--- src/hw/rtl/fba_pkg.sv ---
// Shared types and constants for the fixed block allocator.
`timescale 1ns / 1ps

package fba_pkg;

	localparam int MAX_BLOCKS = 64;
	localparam int IDX_W      = $clog2(MAX_BLOCKS);
	localparam int CNT_W      = 7;
	localparam int ADDR_W     = 32;
	localparam int SIZE_W     = 16;
	localparam int ACC_W      = ADDR_W + 1;

	localparam logic [1:0] MODE_CLEAR = 2'd0;
	localparam logic [1:0] MODE_ALLOC = 2'd1;
	localparam logic [1:0] MODE_FREE  = 2'd2;

	localparam logic [1:0] REG_BASE  = 2'd0;
	localparam logic [1:0] REG_SIZE  = 2'd1;
	localparam logic [1:0] REG_COUNT = 2'd2;

	localparam logic [ADDR_W-1:0] RST_BASE  = '0;
	localparam logic [SIZE_W-1:0] RST_SIZE  = SIZE_W'(16);
	localparam logic [CNT_W-1:0]  RST_COUNT = CNT_W'(64);

	typedef struct packed {
		logic start;
		logic step;
		logic finish;
	} fba_cmd_t;

	typedef struct packed {
		logic scan_done;
		logic out_busy;
	} fba_stat_t;

	typedef enum logic [2:0] {
		ST_IDLE   = 3'b001,
		ST_SCAN   = 3'b010,
		ST_FINISH = 3'b100
	} fba_state_t;

endpackage

--- src/hw/rtl/fba_ctrl.sv ---
// Controller state machine: accept, scan, commit.
`timescale 1ns / 1ps

module fba_ctrl import fba_pkg::*; (
	input  logic      clk,
	input  logic      arst_n,
	input  logic      req_valid,
	output logic      req_ready,
	input  fba_stat_t stat,
	output fba_cmd_t  cmd
);

	fba_state_t state_q, state_d;

	always_comb begin
		state_d    = state_q;
		cmd        = '0;
		req_ready  = 1'b0;
		case (state_q)
			ST_IDLE: begin
				req_ready = 1'b1;
				if (req_valid) begin
					cmd.start = 1'b1;
					state_d   = ST_SCAN;
				end
			end
			ST_SCAN: begin
				if (stat.scan_done) begin
					state_d = ST_FINISH;
				end else begin
					cmd.step = 1'b1;
				end
			end
			ST_FINISH: begin
				if (!stat.out_busy) begin
					cmd.finish = 1'b1;
					state_d    = ST_IDLE;
				end
			end
			default: begin
				state_d = ST_IDLE;
			end
		endcase
	end

	always_ff @(posedge clk or negedge arst_n) begin
		if (!arst_n) begin
			state_q <= ST_IDLE;
		end else begin
			state_q <= state_d;
		end
	end

endmodule

--- src/hw/rtl/fba_datapath.sv ---
// Datapath: config registers, used flags, scan unit and result register.
`timescale 1ns / 1ps

module fba_datapath import fba_pkg::*; (
	input  logic              clk,
	input  logic              arst_n,
	input  logic              cfg_valid,
	input  logic [1:0]        cfg_index,
	input  logic [ADDR_W-1:0] cfg_data,
	input  logic [1:0]        req_mode,
	input  logic [ADDR_W-1:0] req_address,
	input  fba_cmd_t          cmd,
	output fba_stat_t         stat,
	input  logic              out_ready,
	output logic              out_valid,
	output logic              out_status,
	output logic [ADDR_W-1:0] out_block_address,
	output logic [CNT_W-1:0]  out_free_count,
	output logic              out_in_region
);

	logic [ADDR_W-1:0]     base_q;
	logic [SIZE_W-1:0]     size_q;
	logic [CNT_W-1:0]      count_q;
	logic [MAX_BLOCKS-1:0] used_q;

	logic [1:0]        mode_q;
	logic [ADDR_W-1:0] addr_q;
	logic [CNT_W-1:0]  idx_q;
	logic [ACC_W-1:0]  acc_q;
	logic [CNT_W-1:0]  nfree_q;
	logic              found_q;
	logic              hit_used_q;
	logic [IDX_W-1:0]  hit_idx_q;
	logic [ADDR_W-1:0] hit_addr_q;

	logic              out_valid_q;
	logic              out_status_q;
	logic [ADDR_W-1:0] out_addr_q;
	logic [CNT_W-1:0]  out_count_q;
	logic              out_region_q;

	logic [CNT_W-1:0] n_active;
	logic             cur_used;
	logic             hit;
	logic             res_status;
	logic [ADDR_W-1:0] res_addr;
	logic [CNT_W-1:0] res_count;
	logic             res_region;

	// active block count, capped at the built capacity
	assign n_active = (count_q > CNT_W'(MAX_BLOCKS)) ? CNT_W'(MAX_BLOCKS) : count_q;
	assign cur_used = used_q[idx_q[IDX_W-1:0]];

	always_comb begin
		hit = 1'b0;
		case (mode_q)
			MODE_ALLOC: hit = !found_q && !cur_used;
			MODE_FREE:  hit = !found_q && (acc_q[ADDR_W-1:0] == addr_q);
			default:    hit = 1'b0;
		endcase
	end

	assign stat.scan_done = (idx_q == n_active);
	assign stat.out_busy  = out_valid_q && !out_ready;

	// result of the finished scan
	always_comb begin
		res_status = 1'b1;
		res_addr   = '0;
		res_count  = nfree_q;
		case (mode_q)
			MODE_CLEAR: begin
				res_status = 1'b0;
				res_count  = n_active;
			end
			MODE_ALLOC: begin
				if (found_q) begin
					res_status = 1'b0;
					res_addr   = hit_addr_q;
					res_count  = nfree_q - CNT_W'(1);
				end
			end
			MODE_FREE: begin
				if (found_q && hit_used_q) begin
					res_status = 1'b0;
					res_count  = nfree_q + CNT_W'(1);
				end
			end
			default: begin
				res_status = 1'b1;
			end
		endcase
		// acc_q ends at base + n * size, unwrapped
		res_region = (addr_q >= base_q) && ({1'b0, addr_q} < acc_q);
	end

	always_ff @(posedge clk or negedge arst_n) begin
		if (!arst_n) begin
			base_q  <= RST_BASE;
			size_q  <= RST_SIZE;
			count_q <= RST_COUNT;
		end else if (cfg_valid) begin
			case (cfg_index)
				REG_BASE:  base_q  <= cfg_data;
				REG_SIZE:  size_q  <= cfg_data[SIZE_W-1:0];
				REG_COUNT: count_q <= cfg_data[CNT_W-1:0];
				default:   ;
			endcase
		end
	end

	always_ff @(posedge clk or negedge arst_n) begin
		if (!arst_n) begin
			used_q <= '0;
		end else if (cmd.finish) begin
			case (mode_q)
				MODE_CLEAR: begin
					for (int i = 0; i < MAX_BLOCKS; i++) begin
						if (CNT_W'(i) < n_active) used_q[i] <= 1'b0;
					end
				end
				MODE_ALLOC: begin
					if (found_q) used_q[hit_idx_q] <= 1'b1;
				end
				MODE_FREE: begin
					if (found_q && hit_used_q) used_q[hit_idx_q] <= 1'b0;
				end
				default: ;
			endcase
		end
	end

	// scan state
	always_ff @(posedge clk or negedge arst_n) begin
		if (!arst_n) begin
			idx_q   <= '0;
			found_q <= 1'b0;
		end else if (cmd.start) begin
			idx_q   <= '0;
			found_q <= 1'b0;
		end else if (cmd.step) begin
			idx_q <= idx_q + CNT_W'(1);
			if (hit) found_q <= 1'b1;
		end
	end

	always_ff @(posedge clk) begin
		if (cmd.start) begin
			mode_q  <= req_mode;
			addr_q  <= req_address;
			acc_q   <= {1'b0, base_q};
			nfree_q <= '0;
		end else if (cmd.step) begin
			acc_q   <= acc_q + ACC_W'(size_q);
			nfree_q <= nfree_q + CNT_W'(!cur_used);
			if (hit) begin
				hit_idx_q  <= idx_q[IDX_W-1:0];
				hit_addr_q <= acc_q[ADDR_W-1:0];
				hit_used_q <= cur_used;
			end
		end
	end

	// result register
	always_ff @(posedge clk or negedge arst_n) begin
		if (!arst_n) begin
			out_valid_q <= 1'b0;
		end else if (cmd.finish) begin
			out_valid_q <= 1'b1;
		end else if (out_ready) begin
			out_valid_q <= 1'b0;
		end
	end

	always_ff @(posedge clk) begin
		if (cmd.finish) begin
			out_status_q <= res_status;
			out_addr_q   <= res_addr;
			out_count_q  <= res_count;
			out_region_q <= res_region;
		end
	end

	assign out_valid         = out_valid_q;
	assign out_status        = out_status_q;
	assign out_block_address = out_addr_q;
	assign out_free_count    = out_count_q;
	assign out_in_region     = out_region_q;

endmodule

--- src/hw/rtl/fixed_block_allocator.sv ---
// Top level of the fixed-size block pool allocator.
`timescale 1ns / 1ps

// Pool of equal-sized blocks with one used flag each (built capacity MAX_BLOCKS
// = 64). A request is clear (mode 0), alloc (mode 1, lowest free block) or free
// (mode 2, exact block address). Every request walks the active blocks one per
// cycle through a shared address accumulator, counting free flags and looking
// for the first free or matching block; the flags are updated when the walk
// ends. The walk covers block_count blocks, capped at 64. The controller
// accepts a request in idle, walks in scan and loads the result into the
// output register in finish, then returns to idle; the next request is
// accepted only after that. A result that is not taken stalls
// the load of the following one. Configuration
// writes (index 0 base_address, 1 block_size, 2 block_count) must be done
// while no request is in progress; they leave the used flags untouched.
// Failure (status 1) covers pool full, unknown address, block already free and
// the unused mode code 3.

module fixed_block_allocator import fba_pkg::*; (
	input  logic        clk,
	input  logic        arst_n,
	// request stream
	input  logic        s_axis_tvalid,
	output logic        s_axis_tready,
	input  logic [39:0] s_axis_tdata,  // [1:0] mode, [33:2] address, rest zero
	// result stream
	output logic        m_axis_tvalid,
	input  logic        m_axis_tready,
	output logic [47:0] m_axis_tdata,  // [0] status, [32:1] block_address,
	                                   // [39:33] free_count, [40] in_region
	// configuration writes
	input  logic        cfg_valid,
	output logic        cfg_ready,
	input  logic [1:0]  cfg_index,
	input  logic [31:0] cfg_data
);

	fba_cmd_t  cmd;
	fba_stat_t stat;

	logic              res_status;
	logic [ADDR_W-1:0] res_addr;
	logic [CNT_W-1:0]  res_count;
	logic              res_region;

	// registers are always writable
	assign cfg_ready = 1'b1;

	fba_ctrl u_ctrl (
		.clk       (clk),
		.arst_n    (arst_n),
		.req_valid (s_axis_tvalid),
		.req_ready (s_axis_tready),
		.stat      (stat),
		.cmd       (cmd)
	);

	fba_datapath u_dp (
		.clk               (clk),
		.arst_n            (arst_n),
		.cfg_valid         (cfg_valid),
		.cfg_index         (cfg_index),
		.cfg_data          (cfg_data),
		.req_mode          (s_axis_tdata[1:0]),
		.req_address       (s_axis_tdata[33:2]),
		.cmd               (cmd),
		.stat              (stat),
		.out_ready         (m_axis_tready),
		.out_valid         (m_axis_tvalid),
		.out_status        (res_status),
		.out_block_address (res_addr),
		.out_free_count    (res_count),
		.out_in_region     (res_region)
	);

	assign m_axis_tdata = {7'b0, res_region, res_count, res_addr, res_status};

endmodule

--- config.mk ---
export PLATFORM = sky130hd
export DESIGN_NAME = fixed_block_allocator
export DESIGN_NICKNAME = d
export VERILOG_FILES = /design/src/hw/rtl/fba_pkg.sv /design/src/hw/rtl/fba_ctrl.sv /design/src/hw/rtl/fba_datapath.sv /design/src/hw/rtl/fixed_block_allocator.sv
export SDC_FILE = /design/constraint.sdc
export NUM_CORES = 1
export LEC_CHECK = 0
export BUFFER_PORTS_ARGS = -buffer_cell sky130_fd_sc_hd__buf_4
export CAP_MARGIN = 40
export CORE_ASPECT_RATIO = 0.6
export CORE_MARGIN = 1.5
export CORE_UTILIZATION = 30
export DETAILED_ROUTE_END_ITERATION = 8
export HOLD_SLACK_MARGIN = 0.05
export MAX_ROUTING_LAYER = met4
export PLACE_DENSITY = 0.56
export SETUP_SLACK_MARGIN = 0.4
export SYNTH_ARGS = -nofsm -noshare
export SYNTH_HDL_FRONTEND = slang
export SYNTH_SLANG_ARGS = --single-unit
--- constraint.sdc ---
create_clock -name clk -period 6.5 [get_ports clk]
set_input_delay 0.325 -clock clk [delete_from_list [all_inputs] [get_ports clk]]
set_output_delay 0.325 -clock clk [all_outputs]
set_load 0.02 [all_outputs]
== After elaboration in Yosys (flattened, before gate mapping) ==
Cells that the tools add are included.

* Flip-flop bits (word level): 285
* Latch bits: 0
* RAM bits: 0
* Bits in read-only memories: 0
* Input port bits: 79
* Memories: 0

* $add $sub $neg: 5
* $mul: 0
* Divide/modulo/power cells: 0
* $lt $le $gt $ge: 70
* Equal/unequal tests: 78
* Shifts and indexed selects: 0
* Multiplexer cells: 99
* Bitwise operators: 4
* Reductions and logical operators: 86

{| class="wikitable"
|+ Operators by type and width
! cell !! count
|-
| AND reduction 5 bit || 64
|-
| less-than comparator 6 x 7 -> 1 bit (first input constant) || 32
|-
| one-hot mux 64 bit (3 select lines) || 1
|-
| != test 2 x 1 -> 1 bit (second input constant) || 66
|-
| two-way mux 64 bit || 2
|-
| less-than comparator 5 x 7 -> 1 bit (first input constant) || 16
|-
| two-way mux 1 bit || 80
|-
| AND 64 bit || 1
|-
| two-way mux 32 bit || 2
|-
| NOT 64 bit || 1
|-
| OR 64 bit || 1
|-
| less-than comparator 4 x 7 -> 1 bit (first input constant) || 8
|-
| two-way mux 7 bit || 5
|-
| adder 33 x 16 -> 33 bit || 1
|-
| less-than comparator 32 x 33 -> 1 bit || 1
|-
| equality test 32 bit || 1
|-
| greater-or-equal comparator 32 bit || 1
|-
| less-than comparator 3 x 7 -> 1 bit (first input constant) || 4
|-
| one-hot mux 7 bit (3 select lines) || 1
|-
| adder 7 x 1 -> 7 bit (second input constant) || 2
|-
| less-than comparator 1 x 7 -> 1 bit (first input constant) || 2
|-
| less-than comparator 2 x 7 -> 1 bit (first input constant) || 2
|-
| less-than comparator 6 x 7 -> 1 bit (second input constant) || 2
|-
| AND reduction 2 bit || 5
|-
| other kinds (24) || 41
|}

== Depth between registers and ports, before layout ==
* Depth in word-level cells: 8
* Gate-level depth with buffers: 13
* Depth with buffers taken out: 10

== Modules after synthesis ==
Synthesis repeated with hierarchy kept, for this count alone.

* Cell total of the unflattened synthesis: 1630
* Area total of the unflattened synthesis: 16258.1 um2

{| class="wikitable"
|+ By module, submodules not included
! module !! instances !! cells an instance !! area each (um2) !! seq. area each (um2)
|-
| fba_datapath || 1 || 1601 || 15990.3 || 7749.9
|-
| fba_ctrl || 1 || 17 || 185.2 || 76.3
|-
| fixed_block_allocator || 1 || 12 || 82.6 || 0.0
|}

== Worst setup path before layout ==
Ideal clock, no wire load.

* Path type: reg-to-reg
* From: register u_dp.idx_q[0]
* To: register u_dp.hit_addr_q[0], enable pin
* Library setup time: 484 ps
* Arrival time: 4557 ps
* Required time: 6016 ps
* Path slack: 1459 ps
* Stages on the path, launching flop included: 8
* Cells stage by stage: dfrtp_1 > buf_4 > mux4_2 > mux4_2 > o2bb2ai_1 > a22o_1 > a31oi_1 > nor3_1

* Word-level cells in the longest chain between the ends: 6
* Elaborated cells on any way between the ends: 9
* Classes of those cells: eq/ne (1); mux (5); reduce/logical (3)

{| class="wikitable"
|+ Ends and longest elaborated chain
! item !! line !! RTL
|-
| start: declaration || fba_datapath.sv:29 || <nowiki>logic [CNT_W-1:0] idx_q;</nowiki>
|-
| start signal: assignment || fba_datapath.sv:143 || <nowiki>idx_q <= idx_q + CNT_W'(1);</nowiki>
|-
| binary-select mux 1 bit (select 6 bit) || fba_datapath.sv:53 || <nowiki>assign cur_used = used_q[idx_q[IDX_W-1:0]];</nowiki>
|-
| two-way mux 1 bit (not written as such) || fba_datapath.sv:53 ||
|-
| logical NOT 1 bit || fba_datapath.sv:58 || <nowiki>MODE_ALLOC: hit = !found_q && !cur_used;</nowiki>
|-
| logical AND 1 bit || fba_datapath.sv:58 ||
|-
| one-hot mux 1 bit (2 select lines) || fba_datapath.sv:57 || <nowiki>case (mode_q)</nowiki>
|-
| AND reduction 3 bit (no line) (*) || -- ||
|-
| end signal: assignment || fba_datapath.sv:159 || <nowiki>hit_addr_q <= acc_q[ADDR_W-1:0];</nowiki>
|-
| end: declaration || fba_datapath.sv:35 || <nowiki>logic [ADDR_W-1:0] hit_addr_q;</nowiki>
|}

Every way passes the cells marked *; elsewhere a longest branch is shown, timed or not. The select of a mux whose other input is x is not followed.
A chain may end at the register's enable or synchronous reset.

== Worst setup path in the final report ==
* From: register u_dp.acc_q[0]
* To: register u_dp.acc_q[18] (data pin)

* Word-level cells in the longest chain between the ends: 3

{| class="wikitable"
|+ Ends and longest elaborated chain
! item !! line !! RTL
|-
| start: declaration || fba_datapath.sv:30 || <nowiki>logic [ACC_W-1:0] acc_q;</nowiki>
|-
| start signal: assignment || fba_datapath.sv:152 || <nowiki>acc_q <= {1'b0, base_q};</nowiki>
|-
| start signal: assignment || fba_datapath.sv:155 || <nowiki>acc_q <= acc_q + ACC_W'(size_q);</nowiki>
|-
| adder 33 x 16 -> 33 bit || fba_datapath.sv:155 ||
|-
| two-way mux 32 bit || fba_datapath.sv:154 || <nowiki>end else if (cmd.step) begin</nowiki>
|-
| two-way mux 32 bit || fba_datapath.sv:149 || <nowiki>if (cmd.start) begin</nowiki>
|}

No other way between the ends. The select of a mux whose other input is x is not followed.

==> flow_summary.toml <==
[global_route]
antenna_found_initial = 1
grt_pass1_vias = 12700
grt_start_max_net_pins = 71
gr-usage-all-layers_pct = 18.0
grt_pass1_wl_mm = 75.2
overflow = 0

[clock_network]
cts_tree = "yes"
htree_levels = 1
postCtsSetupRepairBufs = 0
clock-root-buffer = "clkbuf_16"
clock_latency_ns = 0.58
numClockSinks = 285
numCtsBuffers = 28
clk_path_buf_depth = 3
path_clk_slew_ns = 0.07

[route]
drcViolationCount = 4
drtIter0Drc = 1270
wl_mm = 48.9
ant_nets = 0
firstDrtPassIters = 8
vias = 13500
avgViaCountPerCell = 5.41
wl_per_cell_um = 19.6

[synthesis]
synth_area_leaders = "edfxtp_1, dfrtp_1, ha_1"
yosysWarnings = 0
synth_enable_flop_cells = 146
synth.largest_area_cell = "edfxtp_1"
syn_inst = 1622
netlist-cell-type-count = 71
seq_area_frac_synth_pct = 48.5
synth-async-reset-ratio_pct = 46.0
netlist.area_leader.share_pct = 27.1
synth_area_per_cell_um2 = 9.96
synth_seq_cells = 285
synth_flop_cell = "edfxtp_1"
netlist_area_um2 = 16200

[pwr]
ir_drop_mv = 0.200
power.internal_mw = 4.17
p_total_mw = 6.70
seq_power_share_pct = 39.0
p_clk_share_pct = 25.6
powerDensity_nw_per_um2 = 346
switching_share_pct = 37.7
p_switching_mw = 2.53
power_leakage_nw = 7.81
power_frac_comb_pct = 35.4

[place]
globalplace.congestion = 0.923
place_area_um2 = 17700
dp.cells = 2372
dpl_worst_slack_ns = 3.11
io_buffer_count = 115
dp.final_hpwl_mm = 34.8

[finish]
utilization_pct = 36.6
n_fill_cell = 5233
stdcell_area_um2 = 19400
fin_cells = 2491
seq_area_um2 = 7830
syn_to_final_growth_pct = 19.9
antenna_cells = 0
multi_input_area_um2 = 7550
drive_gt1_share_pct = 15.2
final_nets = 1935

[sta]
layout_setup_ws_ns = 3.06
hold-worst-slack_ns = 0.197
rsz0062_at_grt = "false"
finalSetupViolations = 0
max_slew_margin_pct = 34.4
tightestPinTransition_ns = 0.979
final.setup_skew_ns = 0.0208
min_period_ns = 3.44
slew_violations = 0
tns_ns = 0
fin_crit_sh_pct = 52.9
finalHoldViolCount = 0
fmax_ghz = 0.291

[setup_path]
critPathLaunch = "u_dp.acc_q[0]"
required_ns = 6.82
reg2reg_depth = 10
rr_endpoint = "u_dp.acc_q[18]"
reg2reg_slack_ns = 3.06
cp.arrival_ns = 3.76
timing.rr.start = "u_dp.acc_q[0]"
crit_path_end_kind = "register"
crit_fanout = 7
start_kind = "register"
path_class = "reg2reg"

[die]
pin_count = 130
fp.dieH_um = 183
fp.dieW_um = 303
die-area_um2 = 55300
start_util_pct = 30.6
fp-row-count = 65
core_area_um2 = 52900

[hold_path]
hp-start = "m_axis_tready"
whs_path_depth = 4
min_to = "u_ctrl.state_q[2]"
holdCritPathClass = "in2reg"

[outcome]
status = "finished with violations"
violations = "DRC"

[run]
drv_cap = 0
[cell usage in the layout (no fill, tap or decap), types with 13 or more instances in the layout]
| master | Yosys | layout |
|---|---|---|
| a21o_1 | 28 | 28 |
| a21oi_1 | 147 | 147 |
| a32oi_1 | 16 | 16 |
| and3_1 | 39 | 39 |
| buf_4 | 12 | 142 |
| clkbuf_16 | 0 | 30 |
| dfrtp_1 | 128 | 128 |
| dlygate4sd3_1 | 0 | 67 |
| edfxtp_1 | 146 | 146 |
| ha_1 | 89 | 87 |
| inv_1 | 88 | 87 |
| mux2_2 | 46 | 46 |
| mux4_2 | 14 | 14 |
| nand2_1 | 220 | 220 |
| nand3_1 | 26 | 26 |
| nand4_1 | 20 | 20 |
| nor2_1 | 69 | 68 |
| nor3_1 | 39 | 38 |
| o21ai_0 | 140 | 140 |
| o41ai_1 | 24 | 24 |
| xnor2_1 | 22 | 22 |
| xor2_1 | 13 | 13 |
[state kept, by name, summed over array words and instances, names as in the netlist, 6 cells and up]
signal	cells
u_dp.idx_q	7
u_dp.nfree_q	7
u_dp.addr_q	32
u_dp.count_q	7
u_dp.used_q	64
u_dp.size_q	16
u_dp.out_free_count	7
u_dp.acc_q	33
u_dp.out_block_address	32
u_dp.hit_addr_q	32
u_dp.base_q	32
u_dp.hit_idx_q	6
[per-layer routing]
metal / part of all wire (%) / global-route usage [%] / vias to the layer above
li1: - / - / 6219
met1: 50 / 27.6 / 6681
met2: 40 / 23.9 / 521
met3: 8.4 / 3.97 / 60
met4: 1.7 / 3.50 / 0
met5: 0 / - / -
[timing repair]
| action | in CTS | in global routing |
|---|---|---|
| gates resized for setup | 0 | 0 |
| hold endpoints to repair | 151 | 0 |
| hold buffers | 67 | 0 |
[worst max-delay path: stages, from the launching register on]
cell	delay, ns
edfxtp_1	0.41
ha_1	0.19
inv_1	0.06
fa_1	0.43
and2b_1	0.25
o2111ai_1	0.14
and3b_1	0.23
o32a_1	0.46
o22ai_1	0.57
a211oi_1	0.18
a211o_1	0.29
[final cells by class]
cell class,instances,share of cell area (%)
Timing Repair Buffer,215,9.44
Clock buffer,32,3.97
Clock inverter,20,0.943
Multi-Input combinational cell,1147,39.0
Tap cell,703,4.54
Inverter,89,1.73
Sequential cell,285,40.4
[Yosys cell counts, types with 9 or more instances]
master,instances
a211oi_1,12
a21o_1,28
a21oi_1,147
a31oi_1,12
a32oi_1,16
and3_1,39
buf_4,12
clkbuf_1,79
dfrtp_1,128
edfxtp_1,146
ha_1,89
inv_1,88
mux2_2,46
mux2i_1,11
mux4_2,14
nand2_1,220
nand2b_1,10
nand3_1,26
nand4_1,20
nor2_1,69
nor2b_1,9
nor3_1,39
nor3b_1,10
o21ai_0,140
o21bai_1,11
o31ai_1,10
o41ai_1,24
xnor2_1,22
xor2_1,13
[worst max path at each step]
stage                                     end  cells past startpoint  slack, ns
final                          u_dp.acc_q[18]                     10       3.06
after global routing           u_dp.acc_q[18]                     10       2.87
after CTS                  u_dp.hit_addr_q[9]                      8       3.09
after detailed placement   u_dp.hit_addr_q[9]                      8       3.11
after global placement    u_dp.hit_addr_q[10]                      8       3.12
after floorplan            u_dp.hit_addr_q[0]                      7       1.46
[power by group through the flow]
stage | Combinational (mW) | Clock, mW | Sequential (mW)
final | 2.37 | 1.72 | 2.61
after global routing | 2.63 | 1.82 | 2.65
after CTS | 2.34 | 1.75 | 2.61
after detailed placement | 2.29 | 0 | 2.64
after global placement | 2.22 | 0 | 2.63
after floorplan | 1.65 | 0 | 2.51
[cells by family after synthesis]
group,synth area share [%]
adders and majority gates,7.02
muxes,5.84
DFF,48.5
other,0.0465
AOI/OAI and AO/OA,17.7
and+or+nand+nor,13.9
xor gates and xnor gates,1.90
buffers and inverters,5.08
Power figures use the tool's default switching activity.
